==> config.mk <==
export PLATFORM = sky130hd
export DESIGN_NAME = ncmdp_search
export DESIGN_NICKNAME = d
export VERILOG_FILES = /design/src/rtl/ncmdp_pkg.sv /design/src/rtl/ncmdp_search.sv
export SDC_FILE = /design/constraint.sdc
export NUM_CORES = 1
export LEC_CHECK = 0
export BUFFER_PORTS_ARGS = -buffer_cell sky130_fd_sc_hd__clkbuf_2
export CORE_ASPECT_RATIO = 0.5
export CORE_MARGIN = 8
export CORE_UTILIZATION = 30
export CTS_BUF_LIST = sky130_fd_sc_hd__clkbuf_16
export DETAILED_ROUTE_END_ITERATION = 6
export SLEW_MARGIN = 10
export SYNTH_ARGS = -nofsm -noshare
export SYNTH_HDL_FRONTEND = slang
export SYNTH_SLANG_ARGS = --single-unit
export TNS_END_PERCENT = 10
==> constraint.sdc <==
create_clock -name clk -period 9.8 [get_ports clk]
set_input_delay 2.45 -clock clk [delete_from_list [all_inputs] [get_ports clk]]
set_output_delay 2.45 -clock clk [all_outputs]
set_load 0.02 [all_outputs]
==> src/rtl/ncmdp_pkg.sv <==
package ncmdp_pkg;

    localparam int VECTOR_LENGTH = 128;
    localparam int MAX_CENTRES   = 1024;

    localparam int VALUE_W  = 16;
    localparam int ELEM_W   = $clog2(VECTOR_LENGTH);
    localparam int CENTRE_W = $clog2(MAX_CENTRES);
    localparam int COUNT_W  = $clog2(MAX_CENTRES + 1);
    localparam int PROD_W   = 2 * VALUE_W;
    localparam int SCORE_W  = PROD_W + ELEM_W;

    localparam int CB_ADDR_W = CENTRE_W + ELEM_W;
    localparam int CB_DEPTH  = MAX_CENTRES << ELEM_W;
    localparam int Q_DEPTH   = 1 << ELEM_W;

    localparam logic [ELEM_W-1:0] ELEM_LAST = ELEM_W'(VECTOR_LENGTH - 1);

    localparam logic MODE_LOAD  = 1'b0;
    localparam logic MODE_QUERY = 1'b1;

    // Read request from the search sequencer to both stores.
    typedef struct packed {
        logic                en;
        logic [CENTRE_W-1:0] centre;
        logic [ELEM_W-1:0]   element;
    } rd_req_t;

    // Status of the search engine toward the top level.
    typedef struct packed {
        logic busy;
        logic result_valid;
    } srch_status_t;

endpackage

==> src/rtl/ncmdp_search.sv <==
module ncmdp_search (
    input  logic                                 clk,
    input  logic                                 rst_n,
    input  logic                                 start,
    input  logic [ncmdp_pkg::CENTRE_W-1:0]       centre_last,
    output ncmdp_pkg::rd_req_t                   rd_req,
    input  logic [ncmdp_pkg::VALUE_W-1:0]        cb_data,
    input  logic [ncmdp_pkg::VALUE_W-1:0]        q_data,
    output ncmdp_pkg::srch_status_t              status,
    input  logic                                 result_taken,
    output logic [ncmdp_pkg::CENTRE_W-1:0]       result_index,
    output logic [ncmdp_pkg::SCORE_W-1:0]        result_score
);

    typedef enum logic [3:0] {
        S_IDLE  = 4'b0001,
        S_RUN   = 4'b0010,
        S_DRAIN = 4'b0100,
        S_HOLD  = 4'b1000
    } state_t;

    state_t state_reg, state_next;
    logic [ncmdp_pkg::CENTRE_W-1:0] centre_reg, centre_next;
    logic [ncmdp_pkg::ELEM_W-1:0]   elem_reg, elem_next;

    logic issue_last_elem;
    logic issue_final;

    // Stage 1: memory read data is valid.
    logic                           rd_valid_reg;
    logic                           rd_first_reg;
    logic                           rd_lastel_reg;
    logic                           rd_final_reg;
    logic [ncmdp_pkg::CENTRE_W-1:0] rd_centre_reg;

    // Stage 2: product registered.
    logic                           prod_valid_reg;
    logic                           prod_first_reg;
    logic                           prod_lastel_reg;
    logic                           prod_final_reg;
    logic [ncmdp_pkg::CENTRE_W-1:0] prod_centre_reg;
    logic [ncmdp_pkg::PROD_W-1:0]   prod_reg;

    // Stage 3: accumulation and finished sums.
    logic [ncmdp_pkg::SCORE_W-1:0]  acc_reg, acc_next;
    logic                           sum_valid_reg;
    logic                           sum_final_reg;
    logic [ncmdp_pkg::CENTRE_W-1:0] sum_centre_reg;
    logic [ncmdp_pkg::SCORE_W-1:0]  sum_reg;

    // Stage 4: running best.
    logic [ncmdp_pkg::SCORE_W-1:0]  best_score_reg;
    logic [ncmdp_pkg::CENTRE_W-1:0] best_index_reg;

    assign issue_last_elem = (elem_reg == ncmdp_pkg::ELEM_LAST);
    assign issue_final     = issue_last_elem && (centre_reg == centre_last);

    always_comb
    begin
        state_next  = state_reg;
        centre_next = centre_reg;
        elem_next   = elem_reg;
        unique case (state_reg)
            S_IDLE:
            begin
                if (start)
                begin
                    state_next  = S_RUN;
                    centre_next = '0;
                    elem_next   = '0;
                end
            end
            S_RUN:
            begin
                if (issue_last_elem)
                begin
                    elem_next = '0;
                    if (issue_final)
                    begin
                        state_next = S_DRAIN;
                    end
                    else
                    begin
                        centre_next = centre_reg + 1'b1;
                    end
                end
                else
                begin
                    elem_next = elem_reg + 1'b1;
                end
            end
            S_DRAIN:
            begin
                if (sum_valid_reg && sum_final_reg)
                begin
                    state_next = S_HOLD;
                end
            end
            S_HOLD:
            begin
                if (result_taken)
                begin
                    state_next = S_IDLE;
                end
            end
            default:
            begin
                state_next = S_IDLE;
            end
        endcase
    end

    always_comb
    begin
        acc_next = ncmdp_pkg::SCORE_W'(prod_reg) + (prod_first_reg ? '0 : acc_reg);
    end

    assign rd_req.en      = (state_reg == S_RUN);
    assign rd_req.centre  = centre_reg;
    assign rd_req.element = elem_reg;

    assign status.busy         = (state_reg != S_IDLE);
    assign status.result_valid = (state_reg == S_HOLD);

    assign result_index = best_index_reg;
    assign result_score = best_score_reg;

    always_ff @(posedge clk or negedge rst_n)
    begin
        if (!rst_n)
        begin
            state_reg      <= S_IDLE;
            centre_reg     <= '0;
            elem_reg       <= '0;
            rd_valid_reg   <= 1'b0;
            prod_valid_reg <= 1'b0;
            sum_valid_reg  <= 1'b0;
        end
        else
        begin
            state_reg      <= state_next;
            centre_reg     <= centre_next;
            elem_reg       <= elem_next;
            rd_valid_reg   <= rd_req.en;
            prod_valid_reg <= rd_valid_reg;
            sum_valid_reg  <= prod_valid_reg && prod_lastel_reg;
        end
    end

    always_ff @(posedge clk)
    begin
        rd_first_reg  <= (elem_reg == '0);
        rd_lastel_reg <= issue_last_elem;
        rd_final_reg  <= issue_final;
        rd_centre_reg <= centre_reg;

        prod_reg        <= ncmdp_pkg::PROD_W'(cb_data) * ncmdp_pkg::PROD_W'(q_data);
        prod_first_reg  <= rd_first_reg;
        prod_lastel_reg <= rd_lastel_reg;
        prod_final_reg  <= rd_final_reg;
        prod_centre_reg <= rd_centre_reg;

        if (prod_valid_reg)
        begin
            acc_reg <= acc_next;
        end
        sum_reg        <= acc_next;
        sum_final_reg  <= prod_final_reg;
        sum_centre_reg <= prod_centre_reg;

        // Starting from zero lets centre 0 win through the same compare, and
        // greater-or-equal hands ties to the later centre.
        if (state_reg == S_IDLE && start)
        begin
            best_score_reg <= '0;
            best_index_reg <= '0;
        end
        else if (sum_valid_reg && (sum_reg >= best_score_reg))
        begin
            best_score_reg <= sum_reg;
            best_index_reg <= sum_centre_reg;
        end
    end

`ifndef ASSERT_OFF
    a_sum_only_in_search: assert property (@(posedge clk) disable iff (!rst_n)
        sum_valid_reg |-> (state_reg == S_RUN || state_reg == S_DRAIN))
        else $error("finished sum outside a search");

    a_final_sum_in_drain: assert property (@(posedge clk) disable iff (!rst_n)
        (sum_valid_reg && sum_final_reg) |-> (state_reg == S_DRAIN))
        else $error("last centre finished before issue ended");

    a_best_never_drops: assert property (@(posedge clk) disable iff (!rst_n)
        sum_valid_reg |=> (best_score_reg >= $past(best_score_reg)))
        else $error("running best score decreased");

    a_hold_keeps_result: assert property (@(posedge clk) disable iff (!rst_n)
        (state_reg == S_HOLD && !result_taken) |=>
            ($stable(best_score_reg) && $stable(best_index_reg)))
        else $error("result changed while waiting for the output register");
`endif

endmodule

**After elaboration in Yosys (flattened, before gate mapping)**

Index checks and enable logic that the tools add are counted.

- Input port bits: 46
- Logic and storage cells: 63
- Output and inout bits: 69
- Register bits: 220

- $mul: 1
- Mux-type cells: 14
- Add/subtract/negate cells: 3
- Reductions and logical operators: 10
- Magnitude comparators: 1
- Equality and inequality tests: 13

Operators by type and width:

| operator | number |
|---|---|
| 32-bit by 39-bit adder with 39-bit output | 1 |
| 39-bit >= comparator | 1 |
| 39-bit two-way mux | 1 |
| 16-bit by 16-bit multiplier with 32-bit output | 1 |
| 10-bit two-way mux | 3 |
| 4-bit two-way mux | 5 |
| 10-bit case mux with 2 select lines | 1 |
| 4-bit case mux with 4 select lines | 1 |
| 7-bit two-way mux | 2 |
| 7-bit case mux with 2 select lines | 1 |
| 10-bit by 1-bit adder with 10-bit output, second input constant | 1 |
| 10-bit == test | 1 |
| 7-bit by 1-bit adder with 7-bit output, second input constant | 1 |
| 7-bit == test, second input constant | 1 |
| 7-bit zero test | 1 |
| 2-bit by 1-bit != test with 1-bit output, second input constant | 3 |
| 2-bit != test, second input constant | 3 |
| 1-bit logical AND | 5 |
| 5-bit AND reduction | 1 |
| 4-bit by 1-bit == test with 1-bit output, second input constant | 1 |
| 4-bit by 2-bit == test with 1-bit output, second input constant | 1 |
| 4-bit by 3-bit == test with 1-bit output, second input constant | 1 |
| 4-bit == test, second input constant | 1 |
| 4-bit by 1-bit != test with 1-bit output, second input constant | 1 |
| 3 further kinds | 3 |

**Logic depth before layout (Yosys ltp)**

- Depth in word-level cells: 5
- Mapped depth: 23
- Depth with buffers taken out: 22

**Worst setup path before layout**

No wires, ideal clock.

- Kind: input-to-reg
- Start: input cb_data[5] (netlist bit)
- End: register prod_reg[31] (netlist bit)
- Arrival time: 7.730 ns
- Buffers on the path: 1
- Required time: 9.678 ns
- Stages on the path: 22
- Setup time: 0.122 ns
- Setup slack: 1.948 ns
- Cell sequence: clkbuf_1 > nand2_1 > fa_1 > inv_1 > fa_1 > inv_1 > fa_1 > inv_1 > fa_1 > fa_1 > inv_1 > fa_1 > inv_1 > ha_1 > a21o_1 > a21o_1 > a21oi_1 > nand3_1 > a41oi_1 > o21a_1 > o21ai_0 > xnor2_1

- Cells in the longest elaborated chain, start to end: 1

RTL lines:

| element | RTL line | source |
|---|---|---|
| from (decl) | ncmdp_search.sv:7 | `input logic [ncmdp_pkg::VALUE_W-1:0] cb_data,` |
| 16-bit by 16-bit multiplier with 32-bit output | ncmdp_search.sv:157 | `prod_reg <= ncmdp_pkg::PROD_W'(cb_data) * ncmdp_pkg::PROD_W'(q_data);` |
| to (signal assigned) | ncmdp_search.sv:157 |  |
| to (decl) | ncmdp_search.sv:42 | `logic [ncmdp_pkg::PROD_W-1:0] prod_reg;` |

No other way between the ends.
A chain may end at the register's enable or synchronous reset.

**Worst setup path in the final report**

- Start: input cb_data[5] (netlist bit)
- End: register prod_reg[26] (netlist bit)

The elaborated chain is that of the path after synthesis.

==> metrics list <==
- Routed wire per std cell: about 15 µm
* Synthesized area per cell: 9.417 µm²
- During synthesis, Yosys emitted a total of 0 warnings.
- Standby leakage power: 9.305 nW
- DRC marker count from the first detailed-route iteration: ~600
* Number of endpoints with negative hold slack in the final report: 0
- Entering global routing, the biggest net connects 75 pins.
* Detailed-route via count: roughly 13,000
- The first detailed-routing pass ran for 5 iterations.
- STA puts the critical path data required time at ~10,000 ps.
- In the final design database the tool counted roughly 2,400 nets.
- sky130_fd_sc_hd__inv_1 is the most common cell in the netlist.
- Antenna violations before repair: 0
- Clk_skew: 13.69 ps
- Cell at the root of the clock tree: sky130_fd_sc_hd__clkbuf_16
* Crit start category: input port
- For this run, the register share of the synthesized area comes to 0.2748.
- Peak supply drop: 262.8 µV
- 0 antenna diodes ended up in the layout.
* Post-detail-place hpwl: ~34,000 µm
- After routing, the total negative slack on setup checks comes to 0 ps.
* Post-CTS Hold Fix Bufs: 0
- Post-synthesis cell type count: between 60 and 70
- The die covers 68,190 µm².
- Fraction of synthesis flops using an asynchronous set or reset pin: 0.1091
* Congestion Overflow GR: 0
- Placer congestion estimate: around 0.86
- For this run, the total global-route usage over all layers was measured as 0.1240.
* Final setup vio count: 0
- In this run the remaining antenna-violating nets after routing total 0.
- Highest routed layer: met4
- In the synthesized netlist the dominant register cell turns out to be sky130_fd_sc_hd__dfxtp_1.
- The final max-slew violation count is 0.
* Clock sink count: 220
* Critical path endpoint category: flop
* Worst Setup Path Type: input port to flop
* Worst min-delay path category: flop to flop
* Top area cells in the synthesized netlist: sky130_fd_sc_hd__fa_1 22%, sky130_fd_sc_hd__dfxtp_1 18%, sky130_fd_sc_hd__ha_1 12%
- Fraction of synthesized cell area taken by the top area cell type: 0.2182
- Post-CTS Resized: 0
* Total power of the final layout: 6.990 mW
- Total power divided by cell area: ~350 nW/µm²
* Count of port buffers added during placement: between 100 and 150
- DRC viols: 0
- Commonest cells in the synthesized netlist: 289 x sky130_fd_sc_hd__inv_1, 203 x sky130_fd_sc_hd__nand2_1, 195 x sky130_fd_sc_hd__fa_1
- Final critical delay including setup and external delays: 7891 ps
- For this configuration, the core starts out at a cell density of 0.3026.
- Compared with the post-synthesis result, the final layout area differs by 12.27%.
- Pre-CTS setup slack: between 1000 and 1500 ps
- CTS tree: yes
* Setup repair after global routing missed its margin: no
* Clk Latency, worst-skew pair: between 500 and 600 ps
- The total area inside the core boundary comes to 59,120 µm².
- Horizontal die dimension: ~360 µm
* I/O pins: roughly 120
- Wire length of the first global-routing pass: 70,880 µm
- The synthesized netlist occupies a cell area of about 18,000 µm².
- Routed met1 length: a little over 20,000 µm
* Die Y: about 190 µm
* Final routed wirelength across all metal layers: 42,690 µm
- Number of buffers added for setup after CTS: 0
* Site row count: between 60 and 70
- Deepest clock path buffer count: 3
* Number of vias per cell after detailed routing: 4.595
- The run finished with clean final reports.
- After synthesis the netlist holds a flip-flop and latch count of between 200 and 250.
* Post-synthesis cell type with the largest combined area: sky130_fd_sc_hd__fa_1
- Number of flops mapped to enable cells by yosys: 39
* Final period util: 0.8052
- Clock H-tree levels: 1
- Detailed routing placed a total of about 20,000 µm of wire on met2.
- Nets in the synthesized netlist: about 2,300
- Derived from the worst setup path, the maximum achievable clock frequency is 126.7 MHz.
- In this run the worst path has a maximum fanout of 16.
- Met3 routed WL: between 1000 and 1500 µm
* Normalized max-slew margin: 0.4265
- For the worst setup path, the data arrival time is around 8300 ps.
- Clock edge transition at the registers on the reported setup and hold paths: approximately 50 ps
- Maximum capacitance violations: 0
- The via count of the first global-routing pass was 13,380.
- For the pin with the worst max-slew slack, the measured transition is approximately 850 ps.
- Synthesis handed over a netlist of 1,900 instances.
- Slack of the critical path: between 1500 and 2000 ps
- In this run, CTS created clock tree buffers numbering 26.
- Fraction of final layout cells sized beyond drive strength 1: 0.08446
==> layout make-up <==
cell class	instances	area [µm²]
Fill cell	6058	39030
Multi-Input combinational cell	1325	11620
Sequential cell	220	4916
Inverter	289	1085
Tap cell	780	975.9
Clock buffer	27	675.6
Timing Repair Buffer	119	608.1
Clock inverter	21	207.7
==> stage by stage <==
stage,hold WS [ps],utilization,instance area (µm²),cells
floorplan,309.6,-,17890,1900
global placement,310.2,0.3248,19200,2733
detailed placement,312.1,0.3248,19200,2733
CTS,325.4,0.3398,20090,2781
global route,336.6,0.3398,20090,2781
finish,324.4,0.3398,20090,2781
==> cell usage in the layout, fill, tap and decap left out, drive strengths merged, types with 7 or more instances in the layout <==
cell and instances:
a211oi 7, a21o 44, a21oi 66, a31oi 15, and2 123, and3 11, clkbuf 141, clkinv 11
dfrtp 23, dfxtp 157, edfxtp 39, fa 195, ha 178, inv 294, nand2 203, nand2b 9
nand3 65, nand4 20, nor2 69, nor2b 45, nor3 14, o211ai 7, o21a 12, o21ai 63
o31ai 45, xnor2 52, xor2 22
==> worst max-delay path, cell delays in order <==
cell and delay (ps):
sky130_fd_sc_hd__clkbuf_2 240, sky130_fd_sc_hd__and2_1 240, sky130_fd_sc_hd__fa_1 540, sky130_fd_sc_hd__inv_1 60, sky130_fd_sc_hd__fa_1 550, sky130_fd_sc_hd__fa_1 440, sky130_fd_sc_hd__fa_1 490, sky130_fd_sc_hd__inv_1 60
sky130_fd_sc_hd__fa_1 530, sky130_fd_sc_hd__inv_1 50, sky130_fd_sc_hd__fa_1 520, sky130_fd_sc_hd__inv_1 40, sky130_fd_sc_hd__ha_1 360, sky130_fd_sc_hd__a21oi_1 150, sky130_fd_sc_hd__o21ai_0 180, sky130_fd_sc_hd__o31ai_1 550
sky130_fd_sc_hd__a21oi_1 170, sky130_fd_sc_hd__nor3_1 290, sky130_fd_sc_hd__nor2_1 90, sky130_fd_sc_hd__a21oi_1 180, sky130_fd_sc_hd__xnor2_1 150
==> kinds of logic after synthesis <==
group                    share of synthesized area
AO/OA/AOI/OAI                               0.1073
multiplexers                              0.001119
flip-flops                                  0.2748
AND/OR/NAND/NOR                             0.1615
XOR/XNOR                                   0.03622
buffers and inverters                      0.07650
adder cells (fa/ha/maj)                     0.3427
==> routing by layer <==
metal,GRT usage,vias to the layer above
met5,0,-
met4,0.02666,0
met3,0.01342,42
met2,0.2166,194
met1,0.1652,6184
li1,-,6358
==> power breakdown <==
group | leakage [nW] | switching, mW | internal, mW
registers | 1.98 | 0.103 | 1.25
clock network | 0.447 | 0.375 | 0.604
logic | 6.88 | 2.69 | 1.96
total | 9.30 | 3.17 | 3.82
==> final timing paths <==
path	to	from	depth (start not counted)	slack, ps
min in group asynchronous	elem_reg[5]	rst_n	1	1950
min	sum_centre_reg[4]	prod_centre_reg[4]	0	320
min reg2reg	sum_centre_reg[4]	prod_centre_reg[4]	0	320
max	prod_reg[26]	cb_data[5]	21	1910
max in group asynchronous	centre_reg[1]	rst_n	1	7430
max reg2reg	acc_reg[26]	prod_first_reg	13	5820
No activity file was read; power rests on OpenSTA's default activity.
